--- config.mk ---
export PLATFORM = sky130hd
export DESIGN_NAME = hdl_operator_longest_match_core
export DESIGN_NICKNAME = d
export VERILOG_FILES = /design/src/design/holm_pkg.sv /design/src/design/holm_match.sv /design/src/design/hdl_operator_longest_match_core.sv
export SDC_FILE = /design/constraint.sdc
export NUM_CORES = 1
export LEC_CHECK = 0
export ABC_AREA = 1
export BUFFER_PORTS_ARGS = -buffer_cell sky130_fd_sc_hd__buf_2
export CAP_MARGIN = 20
export CELL_PAD_IN_SITES_DETAIL_PLACEMENT = 1
export CELL_PAD_IN_SITES_GLOBAL_PLACEMENT = 1
export CORE_ASPECT_RATIO = 0.9
export CORE_MARGIN = 2
export CORE_UTILIZATION = 41
export DETAILED_ROUTE_END_ITERATION = 7
export GPL_TIMING_DRIVEN = 0
export PLACE_DENSITY = 0.82
export SLEW_MARGIN = 0
export SYNTH_ARGS = -nofsm -noshare
export SYNTH_HDL_FRONTEND = slang
export SYNTH_SLANG_ARGS = --single-unit
--- constraint.sdc ---
create_clock -name clk -period 2.5 [get_ports clk]
set_input_delay 0.5 -clock clk [delete_from_list [all_inputs] [get_ports clk]]
set_output_delay 0.5 -clock clk [all_outputs]
set_load 0.01 [all_outputs]
--- src/design/holm_pkg.sv ---
// Package for the operator longest-match block: beat types, operator classes
// and the constant operator table. No dependencies.
`default_nettype none

package holm_pkg;

  // Window geometry
  localparam int unsigned WIN_BYTES = 4;
  localparam int unsigned LEN_W     = 3;
  localparam int unsigned CODE_W    = 5;
  localparam int unsigned NUM_OPS   = 57;
  localparam logic [LEN_W-1:0] WIN_LEN = LEN_W'(WIN_BYTES);

  // Operator classes selected by the command field
  typedef enum logic [1:0] {
    CLS_BINARY = 2'd0,
    CLS_ASSIGN = 2'd1,
    CLS_UNARY  = 2'd2,
    CLS_INCDEC = 2'd3
  } op_class_t;

  // Request beat
  typedef struct packed {
    logic [1:0]       command;
    logic [7:0]       char_0;
    logic [7:0]       char_1;
    logic [7:0]       char_2;
    logic [7:0]       char_3;
    logic [LEN_W-1:0] bytes_available;
  } req_t;

  // Response beat
  typedef struct packed {
    logic              matched;
    logic [CODE_W-1:0] operator_code;
    logic [LEN_W-1:0]  consumed_length;
  } rsp_t;

  // One table entry; spelling is left aligned, first byte in the top byte
  typedef struct packed {
    op_class_t         cls;
    logic [LEN_W-1:0]  len;
    logic [31:0]       text;
    logic [CODE_W-1:0] code;
  } op_entry_t;

  function automatic op_entry_t op1(op_class_t c, logic [7:0] s, logic [CODE_W-1:0] k);
    op_entry_t e;
    e.cls  = c;
    e.len  = 3'd1;
    e.text = {s, 24'h0};
    e.code = k;
    return e;
  endfunction

  function automatic op_entry_t op2(op_class_t c, logic [15:0] s, logic [CODE_W-1:0] k);
    op_entry_t e;
    e.cls  = c;
    e.len  = 3'd2;
    e.text = {s, 16'h0};
    e.code = k;
    return e;
  endfunction

  function automatic op_entry_t op3(op_class_t c, logic [23:0] s, logic [CODE_W-1:0] k);
    op_entry_t e;
    e.cls  = c;
    e.len  = 3'd3;
    e.text = {s, 8'h0};
    e.code = k;
    return e;
  endfunction

  function automatic op_entry_t op4(op_class_t c, logic [31:0] s, logic [CODE_W-1:0] k);
    op_entry_t e;
    e.cls  = c;
    e.len  = 3'd4;
    e.text = s;
    e.code = k;
    return e;
  endfunction

  // Operator table, each class in its own order
  localparam op_entry_t OP_TABLE [NUM_OPS] = '{
    // binary
    op1(CLS_BINARY, "+", 5'd0),    op1(CLS_BINARY, "-", 5'd1),
    op1(CLS_BINARY, "*", 5'd2),    op1(CLS_BINARY, "/", 5'd3),
    op1(CLS_BINARY, "%", 5'd4),    op2(CLS_BINARY, "**", 5'd5),
    op1(CLS_BINARY, "<", 5'd6),    op1(CLS_BINARY, ">", 5'd7),
    op2(CLS_BINARY, "<=", 5'd8),   op2(CLS_BINARY, ">=", 5'd9),
    op3(CLS_BINARY, "===", 5'd10), op3(CLS_BINARY, "!==", 5'd11),
    op2(CLS_BINARY, "==", 5'd12),  op2(CLS_BINARY, "!=", 5'd13),
    op3(CLS_BINARY, "==?", 5'd14), op3(CLS_BINARY, "!=?", 5'd15),
    op2(CLS_BINARY, "&&", 5'd16),  op2(CLS_BINARY, "||", 5'd17),
    op2(CLS_BINARY, "->", 5'd18),  op3(CLS_BINARY, "<->", 5'd19),
    op1(CLS_BINARY, "!", 5'd20),   op1(CLS_BINARY, "&", 5'd21),
    op1(CLS_BINARY, "|", 5'd22),   op1(CLS_BINARY, "^", 5'd23),
    op2(CLS_BINARY, "^~", 5'd24),  op2(CLS_BINARY, "~^", 5'd24),
    op1(CLS_BINARY, "~", 5'd25),   op2(CLS_BINARY, "<<", 5'd26),
    op2(CLS_BINARY, ">>", 5'd27),  op3(CLS_BINARY, "<<<", 5'd28),
    op3(CLS_BINARY, ">>>", 5'd29),
    // assignment
    op1(CLS_ASSIGN, "=", 5'd0),    op2(CLS_ASSIGN, "+=", 5'd1),
    op2(CLS_ASSIGN, "-=", 5'd2),   op2(CLS_ASSIGN, "*=", 5'd3),
    op2(CLS_ASSIGN, "/=", 5'd4),   op2(CLS_ASSIGN, "%=", 5'd5),
    op2(CLS_ASSIGN, "&=", 5'd6),   op2(CLS_ASSIGN, "|=", 5'd7),
    op2(CLS_ASSIGN, "^=", 5'd8),   op3(CLS_ASSIGN, "<<=", 5'd9),
    op3(CLS_ASSIGN, ">>=", 5'd10), op4(CLS_ASSIGN, "<<<=", 5'd11),
    op4(CLS_ASSIGN, ">>>=", 5'd12),
    // unary
    op1(CLS_UNARY, "+", 5'd0),     op1(CLS_UNARY, "-", 5'd1),
    op1(CLS_UNARY, "!", 5'd2),     op1(CLS_UNARY, "~", 5'd3),
    op1(CLS_UNARY, "&", 5'd4),     op2(CLS_UNARY, "~&", 5'd5),
    op1(CLS_UNARY, "|", 5'd6),     op2(CLS_UNARY, "~|", 5'd7),
    op1(CLS_UNARY, "^", 5'd8),     op2(CLS_UNARY, "~^", 5'd9),
    op2(CLS_UNARY, "^~", 5'd9),
    // increment / decrement
    op2(CLS_INCDEC, "++", 5'd0),   op2(CLS_INCDEC, "--", 5'd1)
  };

endpackage

`default_nettype wire

--- src/design/holm_match.sv ---
// Combinational longest-match search over the operator table.
// Depends on holm_pkg.
`default_nettype none

module holm_match (
  input  holm_pkg::req_t req,
  output holm_pkg::rsp_t rsp
);
  import holm_pkg::*;

  logic [LEN_W-1:0]  avail;
  logic [31:0]       window;
  logic [WIN_BYTES-1:0] hit_len;
  logic [CODE_W-1:0] code_len [WIN_BYTES];

  // Clamp the byte count to the window size
  assign avail  = (req.bytes_available > WIN_LEN) ? WIN_LEN : req.bytes_available;
  assign window = {req.char_0, req.char_1, req.char_2, req.char_3};

  // Per-length hit and code; within a class, at most one spelling of a
  // given length can match, so OR-ing the codes is enough
  always_comb begin
    logic hit;
    logic [1:0] slot;
    hit_len = '0;
    for (int l = 0; l < WIN_BYTES; l++) begin
      code_len[l] = '0;
    end
    for (int k = 0; k < NUM_OPS; k++) begin
      hit = (OP_TABLE[k].cls == op_class_t'(req.command)) && (OP_TABLE[k].len <= avail);
      for (int i = 0; i < WIN_BYTES; i++) begin
        if (i < int'(OP_TABLE[k].len) &&
            window[31-8*i -: 8] != OP_TABLE[k].text[31-8*i -: 8]) begin
          hit = 1'b0;
        end
      end
      slot = 2'(OP_TABLE[k].len - 3'd1);
      hit_len[slot] = hit_len[slot] | hit;
      code_len[slot] = code_len[slot] | (hit ? OP_TABLE[k].code : '0);
    end
  end

  // Longest length wins
  always_comb begin
    rsp = '0;
    for (int l = 0; l < WIN_BYTES; l++) begin
      if (hit_len[l]) begin
        rsp.matched         = 1'b1;
        rsp.operator_code   = code_len[l];
        rsp.consumed_length = LEN_W'(l + 1);
      end
    end
  end

endmodule

`default_nettype wire

--- src/design/hdl_operator_longest_match_core.sv ---
// Top level of the operator longest-match block: input register, match
// logic and response register. Depends on holm_pkg and holm_match.
`default_nettype none

// Usage
//   req channel: one beat carries the operator class (command), a four-byte
//   lookahead window and the count of window bytes before end of input.
//   rsp channel: one beat per request with matched, operator_code and
//   consumed_length (0/0/0 when nothing of the class matches).
//   Both channels are valid/ready; a beat moves when both are high.
// Path: an accepted request goes into the input register, then the table
//   compare result goes into the response register.
// Throughput: one beat per cycle while rsp_ready is high; the table compare
//   is a single pass of parallel byte compares between the two registers.
// Stall: when rsp_ready is low the response register holds; the input
//   register still takes one more request, after which req_ready drops
//   until the response is taken. No beat is dropped or repeated.
// Reset: rst (synchronous, active high) empties both registers; req_ready
//   is high in the first cycle after reset.
module hdl_operator_longest_match_core (
  input  wire             clk,
  input  wire             rst,
  input  wire             req_valid,
  output logic            req_ready,
  input  holm_pkg::req_t  req,
  output logic            rsp_valid,
  input  wire             rsp_ready,
  output holm_pkg::rsp_t  rsp
);
  import holm_pkg::*;

  logic s1_valid;
  req_t s1_req;
  rsp_t match_rsp;
  logic s1_adv;

  // Stage 1 moves on when the response register is empty or draining
  assign s1_adv    = s1_valid && (!rsp_valid || rsp_ready);
  assign req_ready = !s1_valid || s1_adv;

  holm_match u_match (
    .req (s1_req),
    .rsp (match_rsp)
  );

  // Valid flags
  always_ff @(posedge clk) begin
    if (rst) begin
      s1_valid  <= 1'b0;
      rsp_valid <= 1'b0;
    end else begin
      if (req_ready) begin
        s1_valid <= req_valid;
      end
      if (!rsp_valid || rsp_ready) begin
        rsp_valid <= s1_valid;
      end
    end
  end

  // Payload registers
  always_ff @(posedge clk) begin
    if (req_valid && req_ready) begin
      s1_req <= req;
    end
    if (s1_adv) begin
      rsp <= match_rsp;
    end
  end

  // Checks
  a_match_len: assert property (@(posedge clk) disable iff (rst)
    rsp_valid |-> (rsp.matched == (rsp.consumed_length != '0)))
    else $error("matched flag disagrees with consumed length");

  a_nomatch_code: assert property (@(posedge clk) disable iff (rst)
    (rsp_valid && !rsp.matched) |-> (rsp.operator_code == '0))
    else $error("nonzero code without a match");

  a_len_range: assert property (@(posedge clk) disable iff (rst)
    rsp_valid |-> (rsp.consumed_length <= WIN_LEN))
    else $error("consumed length beyond window");

  a_accept_fill: assert property (@(posedge clk) disable iff (rst)
    (req_valid && req_ready) |=> s1_valid)
    else $error("accepted request lost before stage 1");

  a_stall_hold: assert property (@(posedge clk) disable iff (rst)
    (rsp_valid && !rsp_ready && s1_valid) |=> (s1_valid && $stable(s1_req)))
    else $error("stage 1 changed while the response stalled");

endmodule

`default_nettype wire

==> impl_results.md <==
- Final Cell Area: 0.00356 mm^2
- CTS clk-pin slew, worst paths: 0.10 ns
- CTS Sinks: 48
- Ports: 52
- H-tree Lvls: 2
- TritonRoute pass-1 iters: 4
- Total core area: 0.00718 mm^2
- Status: completed
- Slowest-stage cell, CP: edfxtp_1
- Critical Path End: rsp[3]$_DFFE_PP_
- Buf/Inv on CP: 1
- FF-to-FF Start: s1_req[2]$_DFFE_PP_
- Worst-path fanout max: 7
- Final TNS setup: 0 ns
- Worst r2r dst: rsp[3]$_DFFE_PP_
- Hold/Removal Path Class: input pin to flop
- EDFF count, synth: 46
- Top_reg_cell synth: edfxtp_1
- Post-CTS Hold Buffers: 0
- Vias in the first global route: 2985
- Post-CTS Setup Inserts: 0
- Final period util: 88.8%
- DR WL/cell: 15.2 um
- Synthesized Nets: 449
- Diode count: 0
- Nets: 508
- Async S/R FF share, synth: 0%
- Max-cap violations: 0
- Final WL: 8520 um
- Syn Std Cell Area: 0.00308 mm^2
- Die ar.: 0.00823 mm^2
- Tmin final: 2.22 ns
- FF-to-FF setup slack: 0.28 ns
- Detail Placement HPWL: 7050 um
- Routed Antenna Nets: 0
- DRT iter0 DRCs: 163
- RSZ-0062 raised after global routing: false
- Initial Util: 42.9%
- Crit path depth: 12
- CP arrival: 2.28 ns
- Antenna violations before repair: 0
- Max Slew Vio Count: 0
- Crit-path leading delay family: simple AND/OR/NAND/NOR gates
- Endpoints failing hold: 0
- Hold path startpoint: rst
- Synth warn: 0
- CTS tree: done
- Vias per std cell: 5.03
- Maximum buffer depth of the clock tree: 2
- Total track usage: 22.4%
- Slowest stage delay, CP: 0.47 ns
- Worst R2R Path Depth: 12
- Crit path cell chain: nor2_2, nand2_1, nand2_1, inv_1, nand2_1, nand3_1, nor2_1, nand2_1, nand4_1, nand2_1, nand2_1, nand2_1
- First-pass GRT wire length: 14100 um
- IO Port Bufs: 51
- Fmax achieved: 451 MHz
- Worst-Margin Slew: 0.774 ns
- CP endpoint kind: flop
- Lkg Pwr: 1.76 nW
- Area delta synth->final: 15.6%
- Most used cell along the critical path: nand2_1
- Skew-Pair Late Insertion Delay: 0.30 ns
- Std cell rows: 29
- CTS root buf: clkbuf_8
- Cells after Synth: 408
- CTS Buf Count: 5
- Maximum number of pins on one net before global-route repair: 28
- Slew HR: 48.4%
- Worst vdd ir: 289 uV
- Drt drc: 0
- Final setup viols: 0
- Die Width: 95.4 um
- Worst Path Required: 2.56 ns
- Via count: 2817
- Sequential area share after synthesis: 46.1%
- Synthesized flop and latch total: 48
- PostCTS Resize Cnt: 0
- Critical Path Start Type: flop
- Final GP Congestion: 0.911
- WS Path Type: flop to flop
- Fraction of layout cells with a size suffix above 1: 22.7%
- Hold path cells: 2
- Crit path from: s1_req[2]$_DFFE_PP_
- Total gr overflow: 0
- Count of cell types in the netlist: 28
- Placement Cell Area: 0.00348 mm^2
- PD cells: 443 mW/mm^2
- Die Ht: 86.3 um
- Clock Skew: 0.0106 ns
- Avg Synthesized Cell Area: 7.56 um^2
[routing by layer]
metal / vias to the layer above / share of wire (%) / track usage, %
li1: 1433 / - / -
met1: 1301 / 45 / 29.2
met2: 73 / 50 / 39.2
met3: 10 / 4.3 / 3.65
met4: 0 / 1.2 / 4.68
met5: - / 0 / 0
[state kept, by name (all words and copies together), names as in the netlist]
signal / flops
rsp_valid: 1
s1_valid: 1
rsp: 9
s1_req: 37
[worst min path at each step]
stage / to / slack, ns
finish: s1_valid$_SDFFE_PP0N_ / 0.36
global route: s1_req[24]$_DFFE_PP_ / 0.36
CTS: s1_valid$_SDFFE_PP0N_ / 0.36
detailed placement: rsp_valid$_SDFFE_PP0P_ / 0.48
global placement: rsp_valid$_SDFFE_PP0P_ / 0.45
floorplan: rsp_valid$_SDFFE_PP0P_ / 0.45
[where the power goes]
group | internal (mW) | switching (mW) | total (mW) | leakage (nW)
clock network | 0.191 | 0.270 | 0.461 | 0.0416
registers | 0.928 | 0.0274 | 0.955 | 0.473
logic | 0.0569 | 0.107 | 0.164 | 1.25
total | 1.18 | 0.404 | 1.58 | 1.76
[cells in the mapped netlist, types with 3 or more instances]
library cell,count,share of area [%]
inv_1,43,5.2
nor2_4,6,2.2
nand4_1,12,2.4
nor2_2,14,2.8
nor2_1,73,8.9
a21oi_1,6,0.97
nor3b_1,3,0.73
nand3_1,43,7.0
o21ai_0,3,0.49
inv_2,9,1.1
edfxtp_1,46,45
nand2_1,118,14
nand2_2,10,2.0
nor3_1,4,0.65
[stage by stage]
stage | total power [mW] | std cells | utilization, % | worst slack, ns | hold WS, ns
detailed placement | 1.14 | 553 | 48.5 | 0.279 | 0.481
floorplan | 1.06 | 408 | - | 0.597 | 0.445
global route | 1.65 | 560 | 49.6 | 0.0320 | 0.357
global placement | 1.12 | 552 | 48.1 | 0.340 | 0.454
finish | 1.58 | 560 | 49.6 | 0.281 | 0.361
CTS | 1.60 | 560 | 49.6 | 0.266 | 0.356
[cells by family (layout without fill, tap and decap cells)]
logic type             after synthesis  count (layout)  share of synthesized area [%]
AO/OA/AOI/OAI                       14              14                           2.92
buffers and inverters               53             112                           6.57
AND/OR/NAND/NOR                    293             293                           44.4
flip-flops                          48              48                           46.1
[layout make-up]
class	instances	area, um^2
fillers	944	3620
multi-input cells	307	1460
flip-flops and latches	48	1420
repair buffers	52	283
inverters	52	195
well taps	93	116
clock buffers	5	68.8
clock inverters	2	12.5
plain buffers	1	7.51
[layout by cell type, fill, tap and decap left out, types with 2 or more instances in the layout]
cell type / Yosys / final
nor2_2: 14 / 14
buf_2: 0 / 51
nand4_1: 12 / 12
nor3_1: 4 / 4
nand2_2: 10 / 10
nand2_4: 2 / 2
nor3b_1: 3 / 3
nand2_1: 118 / 118
inv_2: 9 / 9
a21oi_1: 6 / 6
dfxtp_1: 2 / 2
nor2_4: 6 / 6
nor2_1: 73 / 73
nand3b_1: 2 / 2
edfxtp_1: 46 / 46
nand3_1: 43 / 43
nor4_1: 2 / 2
o21ai_0: 3 / 3
clkbuf_8: 0 / 5
inv_1: 43 / 43
(Power assumes the default switching activity.)
